<file path="src/rtl/cgs_pkg.sv">
// Shared types, widths and helpers for the column group shrinkage block.
// No dependencies; used by every module in rtl/.
package cgs_pkg;

  localparam int ELEMENT_WIDTH = 16;
  localparam int COLUMN_DEPTH  = 32;
  localparam int THRESH_W      = 18;
  localparam int INDEX_W       = 6;

  localparam int ADDR_W  = (COLUMN_DEPTH > 1) ? $clog2(COLUMN_DEPTH) : 1;
  localparam int COUNT_W = $clog2(COLUMN_DEPTH + 1);
  localparam int MAG_W   = ELEMENT_WIDTH;
  // each square is at most 2^(2*ELEMENT_WIDTH-2), times the column depth
  localparam int SUM_W   = 2 * ELEMENT_WIDTH - 2 + COUNT_W;
  localparam int ROOT_W  = (SUM_W + 1) / 2;

  // divider retires DIV_BITS quotient bits per cycle
  localparam int DIV_BITS  = 4;
  localparam int DIV_STEPS = (MAG_W + DIV_BITS - 1) / DIV_BITS;
  localparam int QUO_W     = DIV_STEPS * DIV_BITS;
  localparam int NUM_W     = ROOT_W + QUO_W;

  typedef struct packed {
    logic signed [ELEMENT_WIDTH-1:0] element_value;
    logic                            column_end;
  } elem_in_t;

  typedef struct packed {
    logic signed [ELEMENT_WIDTH-1:0] shrunk_value;
    logic [INDEX_W-1:0]              element_index;
    logic                            last_of_column;
    logic                            overflow_dropped;
  } elem_out_t;

  // magnitude of a two's complement element; the most negative value fits unsigned
  function automatic logic [MAG_W-1:0] elem_mag(input logic [ELEMENT_WIDTH-1:0] x);
    logic [MAG_W-1:0] m;
    m = x[ELEMENT_WIDTH-1] ? (~x + 1'b1) : x;
    return m;
  endfunction

endpackage

</file>
<file path="src/rtl/cgs_isqrt.sv">
// Digit-by-digit floored square root, one root bit per cycle.
// Depends on cgs_pkg for SUM_W and ROOT_W.
module cgs_isqrt
  import cgs_pkg::*;
(
  input  logic              clk,
  input  logic              rst,
  input  logic              start,
  input  logic [SUM_W-1:0]  radicand,
  output logic              done,
  output logic [ROOT_W-1:0] root
);

  localparam int CNT_W = $clog2(ROOT_W);

  logic [2*ROOT_W-1:0] rad;
  logic [ROOT_W:0]     rem;
  logic [CNT_W-1:0]    step;
  logic                busy;

  logic [ROOT_W+2:0]   rem_sh;
  logic [ROOT_W+2:0]   trial;
  logic [ROOT_W+2:0]   rem_sub;
  logic                take;

  // bring down two radicand bits and try the next root bit
  always_comb begin
    rem_sh  = {rem, rad[2*ROOT_W-1 -: 2]};
    trial   = {1'b0, root, 2'b01};
    take    = (rem_sh >= trial);
    rem_sub = rem_sh - trial;
  end

  always_ff @(posedge clk) begin
    if (rst) begin
      busy <= 1'b0;
      done <= 1'b0;
      step <= '0;
    end else begin
      done <= 1'b0;
      if (start) begin
        busy <= 1'b1;
        step <= '0;
        rad  <= (2*ROOT_W)'(radicand);
        rem  <= '0;
        root <= '0;
      end else if (busy) begin
        rad  <= {rad[2*ROOT_W-3:0], 2'b00};
        rem  <= take ? rem_sub[ROOT_W:0] : rem_sh[ROOT_W:0];
        root <= {root[ROOT_W-2:0], take};
        step <= step + 1'b1;
        if (step == CNT_W'(ROOT_W - 1)) begin
          busy <= 1'b0;
          done <= 1'b1;
        end
      end
    end
  end

endmodule

</file>
<file path="src/rtl/cgs_div.sv">
// Restoring divider for the element scaling, DIV_BITS quotient bits per cycle.
// Depends on cgs_pkg; the caller guarantees the quotient fits in QUO_W bits.
module cgs_div
  import cgs_pkg::*;
(
  input  logic              clk,
  input  logic              rst,
  input  logic              start,
  input  logic [NUM_W-1:0]  numer,
  input  logic [ROOT_W-1:0] denom,
  output logic              done,
  output logic [QUO_W-1:0]  quotient
);

  localparam int CNT_W = (DIV_STEPS > 1) ? $clog2(DIV_STEPS) : 1;

  // remainder in the top ROOT_W bits, dividend then quotient shifting below
  logic [NUM_W-1:0]  acc;
  logic [NUM_W-1:0]  acc_next;
  logic [CNT_W-1:0]  step;
  logic              busy;

  // run DIV_BITS compare-subtract steps
  always_comb begin
    logic [ROOT_W:0] t;
    logic            q;
    acc_next = acc;
    for (int i = 0; i < DIV_BITS; i++) begin
      t = {acc_next[NUM_W-1 -: ROOT_W], acc_next[QUO_W-1]};
      q = (t >= {1'b0, denom});
      if (q) begin
        t = t - {1'b0, denom};
      end
      acc_next = {t[ROOT_W-1:0], acc_next[QUO_W-2:0], q};
    end
  end

  assign quotient = acc[QUO_W-1:0];

  always_ff @(posedge clk) begin
    if (rst) begin
      busy <= 1'b0;
      done <= 1'b0;
      step <= '0;
    end else begin
      done <= 1'b0;
      if (start) begin
        busy <= 1'b1;
        step <= '0;
        acc  <= numer;
      end else if (busy) begin
        acc  <= acc_next;
        step <= step + 1'b1;
        if (step == CNT_W'(DIV_STEPS - 1)) begin
          busy <= 1'b0;
          done <= 1'b1;
        end
      end
    end
  end

endmodule

</file>
<file path="src/rtl/column_group_shrinkage_core.sv">
// Column group soft-thresholding: buffers a column, takes its l2 norm, rescales.
// Depends on cgs_pkg, cgs_isqrt and cgs_div.
//
// Elements of one column stream in at one word per cycle and are written into a
// 32-entry column memory while their squares are summed. The word marked as
// column end stalls the input until the whole column has been sent out: a start
// state for the root, the bit-serial square root of 18 root bits, then per stored
// element a memory read, the multiply, the divider and the output, plus any wait
// while the output is stalled.
// Elements past the memory depth are dropped and the column's results carry
// overflow_dropped. The threshold register is written through the cfg channel,
// which is always ready; write it only while idle.
module column_group_shrinkage_core
  import cgs_pkg::*;
(
  input  logic                clk,
  input  logic                rst,
  input  logic                cfg_valid,
  output logic                cfg_ready,
  input  logic [THRESH_W-1:0] cfg_data,
  input  logic                in_valid,
  output logic                in_stall,
  input  elem_in_t            in_word,
  output logic                out_valid,
  input  logic                out_stall,
  output elem_out_t           out_word
);

  typedef enum logic [2:0] {
    ST_LOAD,
    ST_ROOT_GO,
    ST_ROOT,
    ST_FETCH,
    ST_SCALE,
    ST_DIVIDE,
    ST_EMIT
  } state_t;

  state_t              state;
  logic [THRESH_W-1:0] shrink_threshold;
  logic [COUNT_W-1:0]  element_count;
  logic [SUM_W-1:0]    square_sum;
  logic                dropped_flag;

  logic [ELEMENT_WIDTH-1:0] column_store [COLUMN_DEPTH];
  logic [ELEMENT_WIDTH-1:0] mem_q;
  logic [ADDR_W-1:0]        rd_idx;

  logic [ROOT_W-1:0]   norm;
  logic [ROOT_W-1:0]   diff;
  logic                pass;
  logic                neg;

  logic                in_acc;
  logic                room;
  logic [MAG_W-1:0]    in_mag;
  logic [SUM_W-1:0]    sum_next;
  logic [MAG_W-1:0]    rd_mag;
  logic [NUM_W-1:0]    numer;
  logic                is_last;
  logic [ELEMENT_WIDTH-1:0] scaled;

  logic                root_done;
  logic [ROOT_W-1:0]   root_val;
  logic                div_done;
  logic [QUO_W-1:0]    quo;

  assign cfg_ready = 1'b1;
  assign in_stall  = (state != ST_LOAD);
  assign in_acc    = in_valid && !in_stall;
  assign room      = (element_count < COUNT_W'(COLUMN_DEPTH));

  // accumulate the square of each stored element
  always_comb begin
    in_mag   = elem_mag(in_word.element_value);
    sum_next = square_sum + SUM_W'(in_mag) * SUM_W'(in_mag);
  end

  // scale the fetched element; multiplier output is registered by the divider
  always_comb begin
    rd_mag  = elem_mag(mem_q);
    numer   = NUM_W'(rd_mag) * NUM_W'(diff);
    is_last = (COUNT_W'(rd_idx) + 1'b1 == element_count);
    scaled  = '0;
    if (pass) begin
      scaled = neg ? ELEMENT_WIDTH'(~quo + 1'b1) : ELEMENT_WIDTH'(quo);
    end
  end

  // column memory: one write port on load, one registered read on fetch
  always_ff @(posedge clk) begin
    if (in_acc && room) begin
      column_store[element_count[ADDR_W-1:0]] <= in_word.element_value;
    end
    if (state == ST_FETCH) begin
      mem_q <= column_store[rd_idx];
    end
  end

  cgs_isqrt u_isqrt (
    .clk      (clk),
    .rst      (rst),
    .start    (state == ST_ROOT_GO),
    .radicand (square_sum),
    .done     (root_done),
    .root     (root_val)
  );

  cgs_div u_div (
    .clk      (clk),
    .rst      (rst),
    .start    (state == ST_SCALE),
    .numer    (numer),
    .denom    (norm),
    .done     (div_done),
    .quotient (quo)
  );

  // sequencer: load, root, then replay each stored element
  always_ff @(posedge clk) begin
    if (rst) begin
      state            <= ST_LOAD;
      shrink_threshold <= '0;
      element_count    <= '0;
      square_sum       <= '0;
      dropped_flag     <= 1'b0;
      out_valid        <= 1'b0;
      rd_idx           <= '0;
    end else begin
      if (cfg_valid && cfg_ready) begin
        shrink_threshold <= cfg_data;
      end
      case (state)
        ST_LOAD: begin
          if (in_acc) begin
            if (room) begin
              element_count <= element_count + 1'b1;
              square_sum    <= sum_next;
            end else begin
              dropped_flag <= 1'b1;
            end
            if (in_word.column_end) begin
              state <= ST_ROOT_GO;
            end
          end
        end
        ST_ROOT_GO: begin
          state <= ST_ROOT;
        end
        ST_ROOT: begin
          if (root_done) begin
            norm   <= root_val;
            pass   <= (root_val > shrink_threshold);
            diff   <= root_val - shrink_threshold;
            rd_idx <= '0;
            if (element_count == '0) begin
              square_sum   <= '0;
              dropped_flag <= 1'b0;
              state        <= ST_LOAD;
            end else begin
              state <= ST_FETCH;
            end
          end
        end
        ST_FETCH: begin
          state <= ST_SCALE;
        end
        ST_SCALE: begin
          neg   <= mem_q[ELEMENT_WIDTH-1];
          state <= ST_DIVIDE;
        end
        ST_DIVIDE: begin
          if (div_done) begin
            out_valid                 <= 1'b1;
            out_word.shrunk_value     <= scaled;
            out_word.element_index    <= INDEX_W'(rd_idx);
            out_word.last_of_column   <= is_last;
            out_word.overflow_dropped <= dropped_flag;
            state                     <= ST_EMIT;
          end
        end
        ST_EMIT: begin
          if (!out_stall) begin
            out_valid <= 1'b0;
            if (out_word.last_of_column) begin
              element_count <= '0;
              square_sum    <= '0;
              dropped_flag  <= 1'b0;
              state         <= ST_LOAD;
            end else begin
              rd_idx <= rd_idx + 1'b1;
              state  <= ST_FETCH;
            end
          end
        end
        default: begin
          state <= ST_LOAD;
        end
      endcase
    end
  end

  // the store never holds more than its depth
  assert property (@(posedge clk) disable iff (rst)
    element_count <= COUNT_W'(COLUMN_DEPTH))
    else $error("element count beyond column depth");

  // a result only ever comes from a stored element
  assert property (@(posedge clk) disable iff (rst)
    out_valid |-> (element_count != '0) &&
                  (COUNT_W'(out_word.element_index) < element_count))
    else $error("result index outside the stored column");

  // a column at or under the threshold yields only zeros
  assert property (@(posedge clk) disable iff (rst)
    (out_valid && !pass) |-> (out_word.shrunk_value == '0))
    else $error("nonzero result for a column under the threshold");

  // taking the last word of a column clears the column state
  assert property (@(posedge clk) disable iff (rst)
    (out_valid && !out_stall && out_word.last_of_column) |=>
      (element_count == '0) && (square_sum == '0) && !dropped_flag && !out_valid)
    else $error("column state not cleared after the last word");

  // input is held off from the column end until the last word goes out
  assert property (@(posedge clk) disable iff (rst)
    out_valid |-> in_stall)
    else $error("input taken while results are pending");

endmodule
</file>
<file path="config.mk">
export PLATFORM = sky130hd
export DESIGN_NAME = column_group_shrinkage_core
export DESIGN_NICKNAME = d
export VERILOG_FILES = /design/src/rtl/cgs_pkg.sv /design/src/rtl/cgs_isqrt.sv /design/src/rtl/cgs_div.sv /design/src/rtl/column_group_shrinkage_core.sv
export SDC_FILE = /design/constraint.sdc
export NUM_CORES = 2
export LEC_CHECK = 0
export BUFFER_PORTS_ARGS = -buffer_cell sky130_fd_sc_hd__buf_2
export CORE_UTILIZATION = 65
export CTS_CLUSTER_SIZE = 40
export DETAILED_ROUTE_END_ITERATION = 12
export GPL_TIMING_DRIVEN = 1
export PLACE_DENSITY = 0.86
export SLEW_MARGIN = 5
export SYNTH_ARGS = -nofsm -noshare
export SYNTH_HDL_FRONTEND = slang
export SYNTH_SLANG_ARGS = --single-unit
export TNS_END_PERCENT = 20
</file>
<file path="constraint.sdc">
create_clock -name clk -period 24.4 [get_ports clk]
set_input_delay 3.66 -clock clk [delete_from_list [all_inputs] [get_ports clk]]
set_output_delay 3.66 -clock clk [all_outputs]
set_load 0.05 [all_outputs]
</file>
======== Yosys cells after proc, flatten, opt, wreduce, memory -nomap -nowiden ========
Memories as Yosys holds them, arrays and structs flattened. A register that Yosys moved wholly into a read port is not among the register bits.
Cells that the tools add are included.
operators by class
  add/subtract/negate cells ............... 15
  multiply operators ...................... 2
  $lt $le $gt $ge ......................... 7
  equal/unequal tests ..................... 19
  muxes and demuxes ....................... 58
  bitwise operators ....................... 6
  reductions and logical operators ........ 27
operators by type and width
  cell                     count
  $mux W36                 8
  $pmux W36 S3             1
  $mux W18                 5
  $sub A18 B18 Y18         5
  $ge A19 B18 Y1           4
  $mux W34                 2
  $add A16 B1 Y16 const B  3
  $mux W16                 3
  $not A16 Y16             3
  $mux W19                 2
  $add A36 B32 Y36         1
  $mul A16 B18 Y34         1
  $mul A16 B16 Y32         1
  $mux W6                  4
  $ge A21 B20 Y1           1
  $pmux W3 S7              1
  $sub A19 B19 Y19         1
  $gt A18 B18 Y1           1
  $mux W1                  18
  $ne A2 B2 Y1 const B     8
  $mux W3                  5
  $mux W5                  3
  $reduce_and A7 Y1        2
  $pmux W6 S2              1
  other kinds (29)         50
storage, ports and cells
  flip-flop bits (word level) ............. 249
  memory bits (writable) .................. 512
  bits of input ports ..................... 40
  memories kept ........................... 1
memories
  name          depth  width  rd ports  clocked after Yosys merged registers in  wr ports  line                               text
  column_store  32     16     1         1                                        1         column_group_shrinkage_core.sv:45  logic [ELEMENT_WIDTH-1:0] column_store [COLUMN_DEPTH];

======== Longest topological paths before layout ========
  word-level depth ........................ 10
  gate-level depth with buffers ........... 47
  depth with buffers taken out ............ 44

======== Modules after synthesis ========
Synthesis repeated with hierarchy kept, for this count alone.
unflattened totals
  cell total of the unflattened synthesis .. 4680
  area, all modules ....................... 54766.3 um^2
by module, submodules not included
  module                       instances  cells an instance  area each (um^2)  seq. area each (um^2)
  column_group_shrinkage_core  1          3558               44209.9           19088.3
  cgs_div                      1          715                6019.5            1101.1
  cgs_isqrt                    1          407                4536.9            2332.2

======== Worst setup path after synthesis ========
OpenSTA, ideal clock, no wires.
  kind .................................... input to register
  start ................................... in in_word[8] (netlist name)
  end ..................................... reg square_sum[34]
  setup time .............................. 0.121 ns
  data arrival time ....................... 11.458 ns
  setup slack ............................. 12.821 ns
  stages on the path ...................... 30
  path through ............................ or4_1 > or2_2 > or4_1 > o31a_1 > xnor2_1 > clkinv_1 > nand2_1 > inv_1 > fa_1 > inv_1 > fa_1 > inv_1 > fa_1 > inv_1 > fa_1 > fa_1 > inv_1 > fa_1 > ha_1 > a21o_1 > a21o_1 > a21oi_1 > o21ai_0 > a31oi_1 > o211ai_1 > a31o_2 > a21o_1 > a31oi_1 > o21ba_2 > mux2_2
on the way
  word-level cells in the longest chain between the ends .. 8
RTL lines
  element               line                                text
  start, declared       column_group_shrinkage_core.sv:23   input elem_in_t in_word,
  $not A16 Y16          cgs_pkg.sv:38                       m = x[ELEMENT_WIDTH-1] ? (~x + 1'b1) : x;
  $add A16 B1 Y16       cgs_pkg.sv:38
  $mux W16 (*)          cgs_pkg.sv:38
  $mul A16 B16 Y32 (*)  column_group_shrinkage_core.sv:76   sum_next = square_sum + SUM_W'(in_mag) * SUM_W'(in_mag);
  $add A36 B32 Y36 (*)  column_group_shrinkage_core.sv:76
  $mux W36 (*)          column_group_shrinkage_core.sv:136  if (room) begin
  $mux W36 (*)          column_group_shrinkage_core.sv:135  if (in_acc) begin
  $pmux W36 S3 (*)      column_group_shrinkage_core.sv:133  case (state)
  end signal, assigned  column_group_shrinkage_core.sv:138  square_sum <= sum_next;
  end, declared         column_group_shrinkage_core.sv:42   logic [SUM_W-1:0] square_sum;
Mark *: on every way between the ends. The rest lies on a longest branch, timed or not. The select of a mux whose other input is x is not followed.
A chain may end at the register's enable or synchronous reset.

======== Final worst setup path ========
  start ................................... in in_word[6] (netlist name)
  end ..................................... reg square_sum[34]
Same word-level chain as after synthesis.

==> results.py <==
metrics = {
    "run": {
        "drv_cap": 1,
    },
    "global_routing": {
        "grt_pass1_vias": 39500,
        "grt_pass1_wl_mm": 234,
        "antenna_found_initial": 9,
        "grt-ovfl-total": 0,
        "grt_max_degree": 74,
        "track_usage_pct": 38.4,
    },
    "setup_path": {
        "worstSetupStartpoint": "in_word[6]",
        "cp-endpoint": "square_sum[34]",
        "max_stage_delay_ns": 1.03,
        "reg2reg_to": "u_div.acc[33]",
        "worstSetupPathDepth": 31,
        "critPathTopFamily": "adder cells",
        "critPathSlowestCell": "xnor2_1",
        "r2r_start": "norm[1]",
        "r2r_cells": 40,
        "critPathArrivalTime_ns": 14.27,
        "crit_path_frequent_cell": "fa_1",
        "worst_setup_path_start_kind": "input port",
        "required_ns": 24.92,
        "endpoint_kind": "register",
        "path_class": "input port to register",
        "reg2reg_slack_ns": 12.56,
        "path_buf_inv": 7,
        "cp_max_fo": 37,
    },
    "power_and_ir_drop": {
        "vdd_ir_drop_max_mv": 0.377,
        "intPower_w": 0.00372,
        "p_leak_nw": 23.6,
        "power_frac_comb_pct": 56.1,
        "swShare_pct": 42.8,
        "seqPwrFrac_pct": 23.8,
        "pwr-share-clk_pct": 20.1,
        "p_per_area_nw_per_um2": 112,
        "power.switching_w": 0.00278,
    },
    "yosys": {
        "syn_inst": 4454,
        "ys_seq_area_share_pct": 42.3,
        "syn_area_sq_um": 53200,
        "synth_flop_cell": "edfxtp_1",
        "synth-edff-count": 696,
        "synth.avg_cell_area_sq_um": 11.9,
        "yosysWarnings": 0,
        "ys_seq_elements": 777,
        "async_flop_share_pct": 0,
        "synth.distinct_cells": 92,
    },
    "die": {
        "num_rows": 104,
        "dieHeight_um": 288,
        "core_region_area_sq_um": 80800,
        "ios": 67,
        "dieArea_sq_um": 83000,
        "initial_core_util_pct": 65.9,
        "die_w_um": 288,
    },
    "drt": {
        "vias": 37800,
        "drcViolationCount": 0,
        "antenna_left": 0,
        "drtIter0Drc": 5152,
        "wl_per_cell_um": 27.2,
        "viasPerCell": 6.67,
        "drt-total-wl_mm": 154,
        "dr.pass1.iters": 10,
    },
    "clocking": {
        "cts_setup_buffers": 0,
        "cts.clk_slew.worst_paths_ns": 0.06,
        "clock-sinks": 777,
        "clk_path_buf_depth": 3,
        "cts_resized": 0,
        "hold_buffers": 0,
        "cts_tree": "done",
        "insertion_delay_ns": 0.71,
        "cts_buffers": 77,
        "htreeDepth": 3,
        "cts-root-buf": "clkbuf_16",
    },
    "cells_and_area": {
        "area_growth_pct": 8.58,
        "fin_cells": 5662,
        "final_common_cell": "edfxtp_1",
        "layout-drive-gt1-share_pct": 11.5,
        "fin_util_pct": 71.5,
        "mostFrequentLayoutCells": "696 x edfxtp_1, 626 x inv_1, 440 x nand2_1",
        "fillers": 4817,
        "layout.nets": 5329,
        "design_area_sq_um": 57800,
    },
    "sta": {
        "setup_viol": 0,
        "hold_viol_final": 0,
        "relSlewSlack_pct": -5.39,
        "tns_ns": 0,
        "fin_crit_ns": 13.75,
        "finalClockSkew_ns": 0.0634,
        "slew_viol_final": 8,
        "period_share_pct": 56.3,
        "fmax_mhz": 72.7,
        "worstMarginPinSlew_ns": 1.58,
        "hold_ws_ns": 0.486,
        "rsz0062_at_grt": "no",
    },
    "placed_design": {
        "gp_congestion": 0.950,
        "placed_cells": 5518,
        "dpl.hpwl_mm": 96.8,
        "placed_cell_area_sq_um": 55000,
        "portBuffers": 64,
    },
    "outcome": {
        "status": "finished, violations left",
        "violations": "capacitance limit, slew limit",
    },
    "hold_path": {
        "hold_path.class": "register to register",
    },
}
==> flip-flops by register name, indices dropped and copies added, names as in the netlist, 2 cells and up <==
signal and flops:
column_store 512, diff 18, element_count 6, mem_q 16
norm 18, out_word 23, rd_idx 5, shrink_threshold 18
square_sum 36, state 3, u_div.acc 34, u_div.step 2
u_isqrt.rad 36, u_isqrt.rem 19, u_isqrt.root 18, u_isqrt.step 5
==> metal layers <==
metal  track usage (%)  share of wire, %
met4              25.6               8.2
met3              11.6                12
met5                 0             0.060
met2              61.5                47
met1              45.2                32
==> synth_stat cells, types with 20 or more instances <==
master	instances	area share, %
o21a_1	21	0.30
nor3_1	41	0.39
ha_1	329	7.7
a22oi_1	20	0.28
nand4_1	21	0.25
and2_1	72	0.85
mux2i_1	39	0.73
a211oi_1	22	0.31
o21ai_0	135	1.3
nand2_1	441	3.1
edfxtp_1	696	39
o21bai_1	20	0.28
clkbuf_1	118	0.83
inv_1	626	4.4
a21o_1	66	0.93
mux4_2	160	6.8
nor2b_1	72	0.85
xnor2_1	123	2.0
mux2_2	47	0.99
nand2b_1	44	0.52
a21oi_1	135	1.3
buf_1	21	0.15
nand3_1	49	0.46
nor2_1	311	2.2
fa_1	422	16
xor2_1	67	1.1
dfxtp_1	81	3.0
==> kinds of logic after synthesis <==
logic type               Yosys count  synth area share, %
buffers and inverters            781                 5.56
other                              2               0.0141
AO/OA/AOI/OAI                    575                 7.14
AND/OR/NAND/NOR                 1127                 9.60
adder cells (fa/ha/maj)          751                 23.6
flip-flops                       777                 42.3
multiplexers                     250                 8.60
XOR/XNOR                         191                 3.16
==> worst register-to-register path: cells and delay by family (launching register included) <==
| family | cells | cell delay [ns] |
|---|---|---|
| muxes | 4 | 1.96 |
| AOI/OAI and AO/OA | 24 | 5.74 |
| and+or+nand+nor | 5 | 0.99 |
| adders and majority gates | 4 | 1.36 |
| buffers and inverters | 3 | 0.99 |
| DFF | 1 | 0.51 |
==> stage by stage <==
step	setup slack, ns	total power, W
final	10.65	0.00650
after global routing	10.35	0.00688
after CTS	11.01	0.00637
after detailed placement	10.81	0.00489
after floorplan	12.82	0.00418
after global placement	11.22	0.00471
==> worst min-delay path by stage <==
stage / startpoint / endpoint / slack [ns] / cells past startpoint
finish: square_sum[33] / square_sum[33] / 0.49 / 2
global route: dropped_flag / out_word[0] / 0.50 / 0
CTS: dropped_flag / out_word[0] / 0.48 / 0
detailed placement: dropped_flag / out_word[0] / 0.42 / 0
global placement: dropped_flag / out_word[0] / 0.43 / 0
floorplan: rd_idx[2] / out_word[4] / 0.41 / 0
==> cell type report <==
class	count	area (sq um)	area share, %
multi-input combinational	2908	27900	48.2
clock buffer	96	2130	3.69
sequential	777	22500	39.0
tap	1060	1330	2.30
antenna	1	2.50	0.00433
clock inverter	46	634	1.10
inverter	632	2370	4.11
timing repair buffer	142	913	1.58
==> power groups by stage <==
| stage | clock, W | combinational [W] | sequential, W |
|---|---|---|---|
| after global routing | 0.00135 | 0.00398 | 0.00155 |
| final | 0.00131 | 0.00365 | 0.00155 |
| after detailed placement | 0 | 0.00332 | 0.00157 |
| after CTS | 0.00130 | 0.00352 | 0.00154 |
| after global placement | 0 | 0.00314 | 0.00157 |
| after floorplan | 0 | 0.00262 | 0.00156 |
Power figures use the tool's default switching activity.
